**src/fsla_pkg.sv**
```systemverilog
// ----------------------------------------------------------------------------
// fsla_pkg: shared types and codes for the free-list slot allocator
// Payload structs, command/status codes and the controller/datapath bundles.
// ----------------------------------------------------------------------------
package fsla_pkg;

  // Default sizing
  localparam int POOL_SLOTS_DEF = 256;
  localparam int MAX_RUN_DEF    = 16;

  // Fixed field widths
  localparam int CMD_W  = 2;
  localparam int SLOT_W = 8;
  localparam int LEN_W  = 5;
  localparam int CNT_W  = 9;
  localparam int STAT_W = 2;
  localparam int SRC_W  = 2;

  localparam logic [CNT_W-1:0] CNT_MAX       = '1;
  localparam logic [CNT_W-1:0] POOL_SIZE_RST = 9'd256;

  // Input commands
  localparam logic [CMD_W-1:0] CMD_ALLOC = 2'd0;
  localparam logic [CMD_W-1:0] CMD_RUN   = 2'd1;
  localparam logic [CMD_W-1:0] CMD_FREE  = 2'd2;
  localparam logic [CMD_W-1:0] CMD_FLUSH = 2'd3;

  // Result status codes
  localparam logic [STAT_W-1:0] ST_OK        = 2'd0;
  localparam logic [STAT_W-1:0] ST_NO_SPACE  = 2'd1;
  localparam logic [STAT_W-1:0] ST_BAD_INDEX = 2'd2;
  localparam logic [STAT_W-1:0] ST_BAD_LEN   = 2'd3;

  // Source of the granted slot field
  localparam logic [SRC_W-1:0] SRC_NONE = 2'd0;
  localparam logic [SRC_W-1:0] SRC_HEAD = 2'd1;
  localparam logic [SRC_W-1:0] SRC_BUF  = 2'd2;

  typedef struct packed {
    logic [CMD_W-1:0]  cmd;
    logic [SLOT_W-1:0] slot_index;
    logic [LEN_W-1:0]  run_length;
  } in_item_t;

  typedef struct packed {
    logic [STAT_W-1:0] status;
    logic [SLOT_W-1:0] granted_slot;
    logic              last_of_run;
    logic [CNT_W-1:0]  free_count;
    logic [CNT_W-1:0]  peak_allocated;
  } out_item_t;

  // Controller -> datapath
  typedef struct packed {
    logic              latch_item;
    logic              spec_read;
    logic              pop_commit;
    logic              push_commit;
    logic              run_start;
    logic              walk_read;
    logic              walk_step;
    logic              run_commit;
    logic              emit_read;
    logic              emit_next;
    logic              sweep_start;
    logic              sweep_step;
    logic              sweep_done;
    logic              out_load;
    logic [STAT_W-1:0] out_status;
    logic [SRC_W-1:0]  out_src;
    logic              out_last;
  } ctrl_cmd_t;

  // Datapath -> controller
  typedef struct packed {
    logic [CMD_W-1:0] item_cmd;
    logic             head_end;
    logic             cur_end;
    logic             idx_bad;
    logic             len_bad;
    logic             short_pool;
    logic             walk_last;
    logic             emit_last;
    logic             sweep_last;
    logic             out_free;
  } ctrl_stat_t;

endpackage

```
**src/fixed_slot_free_list_allocator_core.sv**
```systemverilog
// Allocate one and free: accept, then pop or push.
// Allocate run of N: the chain walk and the replay from the run buffer each
// take one link or buffer read per slot.
// Flush: accept, start, one link entry rewritten per cycle, result.
// Reset and a pool_size write start the same rebuild sweep; no input is
// accepted until it ends.
// ----------------------------------------------------------------------------
// fixed_slot_free_list_allocator_core: free-list slot pool allocator
// Linked free list with head register, link memory, allocated count and
// high-water mark; sequencer and datapath joined by command/status bundles.
// ----------------------------------------------------------------------------
module fixed_slot_free_list_allocator_core #(
  parameter int POOL_SLOTS = fsla_pkg::POOL_SLOTS_DEF,
  parameter int MAX_RUN    = fsla_pkg::MAX_RUN_DEF
) (
  input  logic                       clk,
  input  logic                       rst_n,
  input  logic                       cfg_we,
  input  logic [fsla_pkg::CNT_W-1:0] cfg_wdata,
  input  logic                       in_valid,
  output logic                       in_stall,
  input  fsla_pkg::in_item_t         in_data,
  output logic                       out_valid,
  input  logic                       out_stall,
  output fsla_pkg::out_item_t        out_data
);

  import fsla_pkg::*;

  ctrl_cmd_t  ctl;
  ctrl_stat_t sts;

  fsla_ctrl u_ctrl (
    .clk      (clk),
    .rst_n    (rst_n),
    .cfg_we   (cfg_we),
    .in_valid (in_valid),
    .in_stall (in_stall),
    .sts      (sts),
    .ctl      (ctl)
  );

  fsla_dp #(
    .POOL_SLOTS (POOL_SLOTS),
    .MAX_RUN    (MAX_RUN)
  ) u_dp (
    .clk       (clk),
    .rst_n     (rst_n),
    .cfg_we    (cfg_we),
    .cfg_wdata (cfg_wdata),
    .in_data   (in_data),
    .out_stall (out_stall),
    .out_valid (out_valid),
    .out_data  (out_data),
    .ctl       (ctl),
    .sts       (sts)
  );

  // One transaction in flight: an accepted item blocks the next cycle
  a_one_in_flight: assert property (@(posedge clk) disable iff (!rst_n)
    (in_valid && !in_stall) |=> in_stall)
    else $error("input accepted while previous transaction still active");

  // A register write starts the rebuild sweep
  a_cfg_sweep: assert property (@(posedge clk) disable iff (!rst_n)
    cfg_we |=> in_stall)
    else $error("input not held off after pool_size write");

  // Failed results carry no grant and end the transaction
  a_fail_result: assert property (@(posedge clk) disable iff (!rst_n)
    (out_valid && (out_data.status != ST_OK)) |->
      (out_data.last_of_run && (out_data.granted_slot == '0)))
    else $error("failure result with grant or without last mark");

  // Free count never exceeds the pool
  a_free_bound: assert property (@(posedge clk) disable iff (!rst_n)
    out_valid |-> (int'(out_data.free_count) <= POOL_SLOTS))
    else $error("free count above pool capacity");

endmodule

```
**src/fsla_ram.sv**
```systemverilog
// ----------------------------------------------------------------------------
// fsla_ram: generic simple dual-port RAM
// One write port, one read port with registered read data.
// ----------------------------------------------------------------------------
module fsla_ram #(
  parameter int WIDTH = 8,
  parameter int DEPTH = 16
) (
  input  logic                                 clk,
  input  logic                                 we,
  input  logic [((DEPTH > 1) ? $clog2(DEPTH) : 1)-1:0] waddr,
  input  logic [WIDTH-1:0]                     wdata,
  input  logic                                 re,
  input  logic [((DEPTH > 1) ? $clog2(DEPTH) : 1)-1:0] raddr,
  output logic [WIDTH-1:0]                     rdata
);

  logic [WIDTH-1:0] mem_r [DEPTH];

  // Write port
  always_ff @(posedge clk) begin
    if (we) begin
      mem_r[waddr] <= wdata;
    end
  end

  // Registered read, held while re is low
  always_ff @(posedge clk) begin
    if (re) begin
      rdata <= mem_r[raddr];
    end
  end

endmodule

```
**src/fsla_ctrl.sv**
```systemverilog
// ----------------------------------------------------------------------------
// fsla_ctrl: allocator sequencer
// Accepts one transaction at a time and steps the datapath through pop,
// push, chain walk, run emission and link rebuild sweeps.
// ----------------------------------------------------------------------------
module fsla_ctrl (
  input  logic                 clk,
  input  logic                 rst_n,
  input  logic                 cfg_we,
  input  logic                 in_valid,
  output logic                 in_stall,
  input  fsla_pkg::ctrl_stat_t sts,
  output fsla_pkg::ctrl_cmd_t  ctl
);

  import fsla_pkg::*;

  localparam logic [2:0] S_SWEEP      = 3'd0;
  localparam logic [2:0] S_IDLE       = 3'd1;
  localparam logic [2:0] S_EXEC       = 3'd2;
  localparam logic [2:0] S_WALK       = 3'd3;
  localparam logic [2:0] S_WALK_WAIT  = 3'd4;
  localparam logic [2:0] S_EMIT_RD    = 3'd5;
  localparam logic [2:0] S_EMIT_WR    = 3'd6;
  localparam logic [2:0] S_FLUSH_RESP = 3'd7;

  logic [2:0] state_r, state_nxt;
  logic       flush_r, flush_nxt;
  logic       in_fire;

  assign in_stall = (state_r != S_IDLE) || cfg_we;
  assign in_fire  = in_valid && !in_stall;

  // Next state and datapath commands
  always_comb begin
    state_nxt = state_r;
    flush_nxt = flush_r;
    ctl       = '0;
    if (cfg_we) begin
      state_nxt = S_SWEEP;
      flush_nxt = 1'b0;
    end else begin
      case (state_r)
        S_SWEEP: begin
          ctl.sweep_step = 1'b1;
          if (sts.sweep_last) begin
            ctl.sweep_done = 1'b1;
            state_nxt      = flush_r ? S_FLUSH_RESP : S_IDLE;
          end
        end
        S_FLUSH_RESP: begin
          if (sts.out_free) begin
            ctl.out_load   = 1'b1;
            ctl.out_status = ST_OK;
            ctl.out_src    = SRC_NONE;
            ctl.out_last   = 1'b1;
            flush_nxt      = 1'b0;
            state_nxt      = S_IDLE;
          end
        end
        S_IDLE: begin
          // head link is fetched ahead so a pop finishes in the next cycle unless the output stalls
          ctl.spec_read = 1'b1;
          if (in_fire) begin
            ctl.latch_item = 1'b1;
            state_nxt      = S_EXEC;
          end
        end
        S_EXEC: begin
          case (sts.item_cmd)
            CMD_ALLOC: begin
              if (sts.out_free) begin
                ctl.out_load = 1'b1;
                ctl.out_last = 1'b1;
                if (sts.head_end) begin
                  ctl.out_status = ST_NO_SPACE;
                  ctl.out_src    = SRC_NONE;
                end else begin
                  ctl.pop_commit = 1'b1;
                  ctl.out_status = ST_OK;
                  ctl.out_src    = SRC_HEAD;
                end
                state_nxt = S_IDLE;
              end
            end
            CMD_FREE: begin
              if (sts.out_free) begin
                ctl.out_load = 1'b1;
                ctl.out_last = 1'b1;
                ctl.out_src  = SRC_NONE;
                if (sts.idx_bad) begin
                  ctl.out_status = ST_BAD_INDEX;
                end else begin
                  ctl.push_commit = 1'b1;
                  ctl.out_status  = ST_OK;
                end
                state_nxt = S_IDLE;
              end
            end
            CMD_RUN: begin
              if (sts.len_bad || sts.short_pool) begin
                if (sts.out_free) begin
                  ctl.out_load   = 1'b1;
                  ctl.out_last   = 1'b1;
                  ctl.out_src    = SRC_NONE;
                  ctl.out_status = sts.len_bad ? ST_BAD_LEN : ST_NO_SPACE;
                  state_nxt      = S_IDLE;
                end
              end else begin
                ctl.run_start = 1'b1;
                state_nxt     = S_WALK;
              end
            end
            CMD_FLUSH: begin
              ctl.sweep_start = 1'b1;
              flush_nxt       = 1'b1;
              state_nxt       = S_SWEEP;
            end
            default: begin
              state_nxt = S_IDLE;
            end
          endcase
        end
        S_WALK: begin
          // chain ran out before the run was complete: fail, no change
          if (sts.cur_end) begin
            if (sts.out_free) begin
              ctl.out_load   = 1'b1;
              ctl.out_last   = 1'b1;
              ctl.out_src    = SRC_NONE;
              ctl.out_status = ST_NO_SPACE;
              state_nxt      = S_IDLE;
            end
          end else begin
            ctl.walk_read = 1'b1;
            state_nxt     = S_WALK_WAIT;
          end
        end
        S_WALK_WAIT: begin
          ctl.walk_step = 1'b1;
          if (sts.walk_last) begin
            ctl.run_commit = 1'b1;
            state_nxt      = S_EMIT_RD;
          end else begin
            state_nxt = S_WALK;
          end
        end
        S_EMIT_RD: begin
          ctl.emit_read = 1'b1;
          state_nxt     = S_EMIT_WR;
        end
        S_EMIT_WR: begin
          if (sts.out_free) begin
            ctl.out_load   = 1'b1;
            ctl.out_status = ST_OK;
            ctl.out_src    = SRC_BUF;
            ctl.out_last   = sts.emit_last;
            if (sts.emit_last) begin
              state_nxt = S_IDLE;
            end else begin
              ctl.emit_next = 1'b1;
              state_nxt     = S_EMIT_RD;
            end
          end
        end
        default: begin
          state_nxt = S_IDLE;
        end
      endcase
    end
  end

  // State registers
  always_ff @(posedge clk) begin
    if (!rst_n) begin
      state_r <= S_SWEEP;
      flush_r <= 1'b0;
    end else begin
      state_r <= state_nxt;
      flush_r <= flush_nxt;
    end
  end

endmodule

```
**src/fsla_dp.sv**
```systemverilog
// ----------------------------------------------------------------------------
// fsla_dp: allocator datapath
// Free-list head, link memory, run buffer, allocated/peak counters,
// rebuild sweep counter and the result register.
// ----------------------------------------------------------------------------
module fsla_dp #(
  parameter int POOL_SLOTS = fsla_pkg::POOL_SLOTS_DEF,
  parameter int MAX_RUN    = fsla_pkg::MAX_RUN_DEF
) (
  input  logic                         clk,
  input  logic                         rst_n,
  input  logic                         cfg_we,
  input  logic [fsla_pkg::CNT_W-1:0]   cfg_wdata,
  input  fsla_pkg::in_item_t           in_data,
  input  logic                         out_stall,
  output logic                         out_valid,
  output fsla_pkg::out_item_t          out_data,
  input  fsla_pkg::ctrl_cmd_t          ctl,
  output fsla_pkg::ctrl_stat_t         sts
);

  import fsla_pkg::*;

  localparam int ADDR_W = $clog2(POOL_SLOTS);
  localparam int LINK_W = $clog2(POOL_SLOTS + 1);
  localparam int BUF_AW = (MAX_RUN > 1) ? $clog2(MAX_RUN) : 1;
  localparam int RUN_W  = $clog2(MAX_RUN + 1);
  localparam logic [LINK_W-1:0] END_MARK = LINK_W'(POOL_SLOTS);

  logic [CNT_W-1:0]  pool_size_r;
  logic [LINK_W-1:0] head_r, head_nxt;
  logic [CNT_W-1:0]  alloc_r, alloc_nxt;
  logic [CNT_W-1:0]  peak_r, peak_nxt;
  logic [ADDR_W-1:0] sw_r;
  logic [LINK_W-1:0] cur_r;
  logic [RUN_W-1:0]  n_r;
  logic [RUN_W-1:0]  e_r;
  in_item_t          item_r;
  logic              out_valid_r;
  out_item_t         out_data_r;

  logic [CNT_W-1:0]  eff_size;
  logic [CNT_W-1:0]  free_left;
  logic [CNT_W-1:0]  free_out;
  logic [CNT_W:0]    add_sum;
  logic [CNT_W-1:0]  add_sat;
  logic [LINK_W-1:0] sw_link;
  logic [SLOT_W-1:0] slot_out;

  logic              lk_we, lk_re;
  logic [ADDR_W-1:0] lk_waddr, lk_raddr;
  logic [LINK_W-1:0] lk_wdata, lk_rdata;
  logic [SLOT_W-1:0] buf_rdata;

  // Effective pool size and free slots left
  assign eff_size  = (int'(pool_size_r) > POOL_SLOTS) ? CNT_W'(POOL_SLOTS) : pool_size_r;
  assign free_left = (eff_size > alloc_r) ? (eff_size - alloc_r) : '0;

  // Status toward the controller
  always_comb begin
    sts            = '0;
    sts.item_cmd   = item_r.cmd;
    sts.head_end   = int'(head_r) >= POOL_SLOTS;
    sts.cur_end    = int'(cur_r) >= POOL_SLOTS;
    sts.idx_bad    = {1'b0, item_r.slot_index} >= eff_size;
    sts.len_bad    = (item_r.run_length == '0) || (int'(item_r.run_length) > MAX_RUN);
    sts.short_pool = free_left < CNT_W'(item_r.run_length);
    sts.walk_last  = (int'(n_r) + 1) == int'(item_r.run_length);
    sts.emit_last  = (int'(e_r) + 1) == int'(item_r.run_length);
    sts.sweep_last = int'(sw_r) == (POOL_SLOTS - 1);
    sts.out_free   = !out_valid_r || !out_stall;
  end

  // Rebuild value for the swept entry
  assign sw_link = ((int'(sw_r) + 1) < int'(eff_size)) ? LINK_W'(int'(sw_r) + 1) : END_MARK;

  // Link memory ports
  always_comb begin
    lk_we    = 1'b0;
    lk_waddr = '0;
    lk_wdata = '0;
    if (ctl.sweep_step) begin
      lk_we    = 1'b1;
      lk_waddr = sw_r;
      lk_wdata = sw_link;
    end else if (ctl.push_commit) begin
      lk_we    = 1'b1;
      lk_waddr = ADDR_W'(item_r.slot_index);
      lk_wdata = head_r;
    end else if (ctl.run_commit) begin
      // terminate the chain after the last granted slot
      lk_we    = 1'b1;
      lk_waddr = cur_r[ADDR_W-1:0];
      lk_wdata = END_MARK;
    end
  end

  assign lk_re    = (ctl.spec_read && !sts.head_end) || (ctl.walk_read && !sts.cur_end);
  assign lk_raddr = ctl.walk_read ? cur_r[ADDR_W-1:0] : head_r[ADDR_W-1:0];

  fsla_ram #(
    .WIDTH (LINK_W),
    .DEPTH (POOL_SLOTS)
  ) u_link_ram (
    .clk   (clk),
    .we    (lk_we),
    .waddr (lk_waddr),
    .wdata (lk_wdata),
    .re    (lk_re),
    .raddr (lk_raddr),
    .rdata (lk_rdata)
  );

  // Run buffer: slots collected by the walk, replayed on emission
  fsla_ram #(
    .WIDTH (SLOT_W),
    .DEPTH (MAX_RUN)
  ) u_run_buf (
    .clk   (clk),
    .we    (ctl.walk_read),
    .waddr (n_r[BUF_AW-1:0]),
    .wdata (SLOT_W'(cur_r)),
    .re    (ctl.emit_read),
    .raddr (e_r[BUF_AW-1:0]),
    .rdata (buf_rdata)
  );

  // Allocated and peak counters
  assign add_sum = {1'b0, alloc_r} + (ctl.run_commit ? (CNT_W + 1)'(item_r.run_length)
                                                      : (CNT_W + 1)'(1));
  assign add_sat = (add_sum > {1'b0, CNT_MAX}) ? CNT_MAX : add_sum[CNT_W-1:0];

  always_comb begin
    alloc_nxt = alloc_r;
    peak_nxt  = peak_r;
    if (cfg_we) begin
      alloc_nxt = '0;
      peak_nxt  = '0;
    end else if (ctl.pop_commit || ctl.run_commit) begin
      alloc_nxt = add_sat;
      if (add_sat > peak_r) begin
        peak_nxt = add_sat;
      end
    end else if (ctl.push_commit) begin
      alloc_nxt = (alloc_r != '0) ? (alloc_r - 1'b1) : '0;
    end else if (ctl.sweep_start) begin
      alloc_nxt = '0;
    end
  end

  // Free-list head
  always_comb begin
    head_nxt = head_r;
    if (ctl.sweep_done) begin
      head_nxt = (eff_size != '0) ? '0 : END_MARK;
    end else if (ctl.pop_commit || ctl.run_commit) begin
      head_nxt = lk_rdata;
    end else if (ctl.push_commit) begin
      head_nxt = LINK_W'(item_r.slot_index);
    end
  end

  // Result fields, counts as they stand after this step
  assign free_out = (eff_size > alloc_nxt) ? (eff_size - alloc_nxt) : '0;

  always_comb begin
    case (ctl.out_src)
      SRC_HEAD: slot_out = SLOT_W'(head_r);
      SRC_BUF:  slot_out = buf_rdata;
      default:  slot_out = '0;
    endcase
  end

  // Control registers
  always_ff @(posedge clk) begin
    if (!rst_n) begin
      pool_size_r <= POOL_SIZE_RST;
      head_r      <= '0;
      alloc_r     <= '0;
      peak_r      <= '0;
      sw_r        <= '0;
      n_r         <= '0;
      e_r         <= '0;
      out_valid_r <= 1'b0;
    end else begin
      if (cfg_we) begin
        pool_size_r <= cfg_wdata;
      end
      head_r  <= head_nxt;
      alloc_r <= alloc_nxt;
      peak_r  <= peak_nxt;

      if (cfg_we || ctl.sweep_start || ctl.sweep_done) begin
        sw_r <= '0;
      end else if (ctl.sweep_step) begin
        sw_r <= sw_r + 1'b1;
      end

      if (ctl.run_start) begin
        n_r <= '0;
        e_r <= '0;
      end else begin
        if (ctl.walk_step) begin
          n_r <= n_r + 1'b1;
        end
        if (ctl.emit_next) begin
          e_r <= e_r + 1'b1;
        end
      end

      if (ctl.out_load) begin
        out_valid_r <= 1'b1;
      end else if (!out_stall) begin
        out_valid_r <= 1'b0;
      end
    end
  end

  // Payload registers
  always_ff @(posedge clk) begin
    if (ctl.latch_item) begin
      item_r <= in_data;
    end
    if (ctl.run_start) begin
      cur_r <= head_r;
    end else if (ctl.walk_step) begin
      cur_r <= lk_rdata;
    end
    if (ctl.out_load) begin
      out_data_r.status         <= ctl.out_status;
      out_data_r.granted_slot   <= slot_out;
      out_data_r.last_of_run    <= ctl.out_last;
      out_data_r.free_count     <= free_out;
      out_data_r.peak_allocated <= peak_nxt;
    end
  end

  assign out_valid = out_valid_r;
  assign out_data  = out_data_r;

endmodule
```
**config.mk**
```make
export PLATFORM = sky130hd
export DESIGN_NAME = fixed_slot_free_list_allocator_core
export DESIGN_NICKNAME = d
export VERILOG_FILES = /design/src/fsla_pkg.sv /design/src/fixed_slot_free_list_allocator_core.sv /design/src/fsla_ram.sv /design/src/fsla_ctrl.sv /design/src/fsla_dp.sv
export SDC_FILE = /design/constraint.sdc
export NUM_CORES = 2
export LEC_CHECK = 0
export ABC_CLOCK_PERIOD_IN_PS = 19790
export BUFFER_PORTS_ARGS = -buffer_cell sky130_fd_sc_hd__buf_2
export CAP_MARGIN = 20
export CORE_UTILIZATION = 60
export DETAILED_ROUTE_END_ITERATION = 8
export PLACE_DENSITY = 0.83
export SYNTH_ARGS = -nofsm -noshare
export SYNTH_HDL_FRONTEND = slang
export SYNTH_SLANG_ARGS = --single-unit
```
**constraint.sdc**
```tcl
create_clock -name clk -period 19.79 [get_ports clk]
set_input_delay 0.9895 -clock clk [delete_from_list [all_inputs] [get_ports clk]]
set_output_delay 0.9895 -clock clk [all_outputs]
set_load 0.01 [all_outputs]
```
==> impl_metrics.json <==
{
  "worst_r2r_endpoint": "u_dp.u_link_ram.rdata[0]",
  "violations": "design-rule violations",
  "crit_path_start_kind": "register",
  "crit_required_ns": 20.39,
  "vias": 66800,
  "crit_path_end": "u_dp.u_link_ram.rdata[0]",
  "grt_max_degree": 228,
  "antenna_found_initial": 8,
  "p_per_area_mw_per_mm2": 92.1,
  "grt_util_all_layers_pct": 30.8,
  "layout.cells.non_filler": 9955,
  "vdd_ir_drop_max_mv": 0.0946,
  "gp_congestion": 0.903,
  "synth.yosys.warnings": 0,
  "post-route-period-util_pct": 37.4,
  "rsz0062_at_grt": "no",
  "ys.flop_type": "edfxtp_1",
  "overflow": 0,
  "hold_path.class": "primary input to register",
  "multiInputGateArea_mm2": 0.0245,
  "wl_per_cell_um": 27.2,
  "regArea_mm2": 0.0763,
  "cts_buffer_depth": 3,
  "startpoint": "u_ctrl.state_r[2]",
  "first_pass_iters": 9,
  "yosysSeqAreaShare_pct": 74.1,
  "dp_hpwl_mm": 151,
  "cts_setup_buffers": 0,
  "min_period_ns": 7.40,
  "internal_power_uw": 8290,
  "path_clk_slew_ns": 0.06,
  "clock.fmax_mhz": 135,
  "via_per_inst": 6.71,
  "post-place-cells": 9506,
  "p_leak_uw": 0.0382,
  "r2r_setup_slack_ns": 12.39,
  "cp_max_fo": 77,
  "grt_pass1_wl_mm": 399,
  "timing.slew.headroom_pct": 11.0,
  "area_growth_pct": 9.50,
  "grt_pass1_vias": 64000,
  "nFillCells": 10600,
  "cts_root_buffer": "clkbuf_16",
  "drt_iter0_markers": 11700,
  "place_area_mm2": 0.105,
  "cts_buffers": 234,
  "cts.sinks": 2561,
  "cts_hold_buf": 0,
  "postCtsResizedCells": 0,
  "num_rows": 151,
  "skew_ns": 0.0776,
  "stdcell_area_mm2": 0.113,
  "crit_path_end_kind": "register",
  "p_clk_share_pct": 42.3,
  "syn_area_per_cell_um2": 13.6,
  "post-synth-top-area-cell": "edfxtp_1",
  "worstSetupPathType": "register to register",
  "coreArea_mm2": 0.170,
  "fin_nets": 7629,
  "ys_types": 75,
  "worstMarginPinSlew_ns": 1.33,
  "netlist_area_mm2": 0.103,
  "finalSetupViolCount": 0,
  "synth_edf_count": 2502,
  "synthDominantCellAreaShare_pct": 73.0,
  "synth_nets": 7688,
  "cp.arrival_ns": 8.00,
  "status": "complete, but fails checks",
  "finalSetupTns_ns": 0,
  "seq_power_share_pct": 56.8,
  "io_buffer_count": 59,
  "r2r_start": "u_ctrl.state_r[2]",
  "ctsHtreeMaxLevel": 4,
  "start_util_pct": 60.6,
  "p_sw_uw": 2090,
  "synth_area_leaders": "edfxtp_1, nand2_1, nand3_1",
  "power_frac_comb_pct": 0.9,
  "die-area_mm2": 0.173,
  "maxCapViolCount": 0,
  "syn-instance-count": 7595,
  "drtAntennaViolNets": 0,
  "drive_above_1_share_pct": 7.88,
  "switching_share_pct": 20.2,
  "clk_latency_ns": 0.92,
  "hold_viol_final": 0,
  "synth-seq-cells": 2561,
  "maxSlewViolCount": 0,
  "wl_mm": 271,
  "rr_worst_depth": 13,
  "dieWidth_um": 416,
  "drc": 10,
  "die_y_um": 416,
  "async_flop_share_pct": 0,
  "ios": 60,
  "cts_tree": "yes"
}
==> per-layer routing <==
layer	vias to the layer above	share of wire (%)	global-route usage, %
li1	28100	-	-
met1	32300	35	40.7
met2	5505	47	48.0
met3	866	13	7.45
met4	12	5.4	15.5
met5	-	0.051	0
==> registers in the layout, indices dropped and copies added, names as in the netlist <==
register / cells
u_dp.e_r: 5
u_dp.sts: 2
u_dp.peak_r: 9
u_dp.u_run_buf.mem_r: 128
u_dp.item_r: 13
u_dp.u_link_ram.mem_r: 2304
u_dp.head_r: 9
u_dp.pool_size_r: 9
u_dp.out_data: 29
u_ctrl.state_r: 3
u_ctrl.flush_r: 1
u_dp.alloc_r: 9
u_dp.u_link_ram.rdata: 9
u_dp.sw_r: 8
u_dp.n_r: 5
u_dp.cur_r: 9
u_dp.u_run_buf.rdata: 8
u_dp.out_valid: 1
==> synthesized netlist by cell type, types with 11 or more instances <==
cell type and n:
inv_1 63, nor2b_1 17, or3_1 12, buf_2 121, nor2_1 371, a222oi_1 55, nor4_1 41, nor3_1 36
nand3_1 736, a21o_1 35, nand4_1 224, xor2_1 17, a31oi_1 229, buf_1 50, a21oi_1 37, nand2b_1 16
dfxtp_1 59, clkbuf_1 250, xnor2_1 27, a31o_2 11, edfxtp_1 2502, buf_6 16, nor3b_1 14, nand2_1 1955
buf_4 29, and3_1 34, a22oi_1 17, mux2i_1 259, ha_1 61, mux4_2 40, a32oi_1 73, o21ai_0 50
==> critical path, cell delays in order, from the launching register on <==
cell and delay [ns]:
dfxtp_1 0.53, or4b_4 0.66, o21ai_1 0.29, and2_4 0.70, buf_4 0.96, buf_4 0.88, buf_4 0.84, buf_4 0.78
mux2i_1 0.31, a32oi_1 0.09, and3_1 0.27, a21o_1 0.16, nor4_1 0.39, nor4_1 0.08
==> stage by stage <==
| stage | total power [uW] | hold WS, ns | setup slack, ns | util, % |
|---|---|---|---|---|
| 6_report | 10400 | 0.287 | 12.39 | 66.4 |
| 4_1_cts | 10400 | 0.242 | 12.68 | 66.2 |
| 5_1_grt | 10600 | 0.269 | 12.07 | 66.4 |
| 3_3_place_gp | 6100 | 0.460 | 11.88 | 61.8 |
| 2_1_floorplan | 6080 | 0.447 | 5.44 | - |
| 3_5_place_dp | 6110 | 0.470 | 11.90 | 61.8 |
==> cells in the final DEF, fill, tap and decap left out, drive strengths merged, types with 17 or more instances in the layout <==
master | synthesis | routed
clkinv | 1 | 116
nand4 | 224 | 224
xor2 | 17 | 17
a21o | 35 | 35
edfxtp | 2502 | 2502
a222oi | 55 | 55
nor2 | 372 | 372
inv | 64 | 71
clkbuf | 250 | 291
nor4 | 42 | 42
ha | 61 | 61
nand3 | 736 | 736
buf | 216 | 171
a32oi | 73 | 73
a21oi | 37 | 37
a31oi | 229 | 229
dfxtp | 59 | 59
xnor2 | 27 | 27
mux2i | 259 | 259
o21ai | 56 | 56
nand2 | 1955 | 1955
and3 | 34 | 34
mux4 | 40 | 40
nor3 | 37 | 37
a22oi | 17 | 17
nor2b | 17 | 17
==> cell type report <==
cell class	instances	share of cell area, %
Tap cell	2218	2.46
Antenna cell	6	0.0133
Clock buffer	291	5.41
Timing Repair Buffer	171	1.25
Sequential cell	2561	67.7
Clock inverter	140	1.18
Inverter	65	0.216
Multi-Input combinational cell	4503	21.8
==> power groups by stage <==
stage	Combinational, uW	Sequential [uW]	Clock (uW)
floorplan	43.3	6040	0
global placement	83.2	6020	0
detailed placement	86.8	6020	0
CTS	87.1	5900	4380
global route	95.2	5900	4580
finish	91.3	5900	4390
==> worst min-delay path by stage <==
| stage | start | end | cells after the start |
|---|---|---|---|
| after floorplan | u_ctrl.flush_r | u_ctrl.flush_r | 2 |
| after global placement | u_ctrl.flush_r | u_ctrl.flush_r | 2 |
| after detailed placement | u_ctrl.flush_r | u_ctrl.flush_r | 2 |
| after CTS | in_data[1] | u_dp.item_r[1] | 1 |
| after global routing | in_data[3] | u_dp.item_r[3] | 1 |
| final | in_data[3] | u_dp.item_r[3] | 1 |
==> cell families (layout without fill, tap and decap cells) <==
kind of cell               count (synthesis)  count (layout)  share of synthesized area [%]
AOI/OAI and AO/OA                        596             596                           4.18
other                                      0               6                              0
muxes                                    309             309                           3.50
DFF                                     2561            2561                           74.1
adders and majority gates                 64              64                          0.800
and+or+nand+nor                         3490            3490                           14.7
xor gates and xnor gates                  44              44                          0.374
buffers and inverters                    531             667                           2.31
Power figures use the tool's default switching activity.
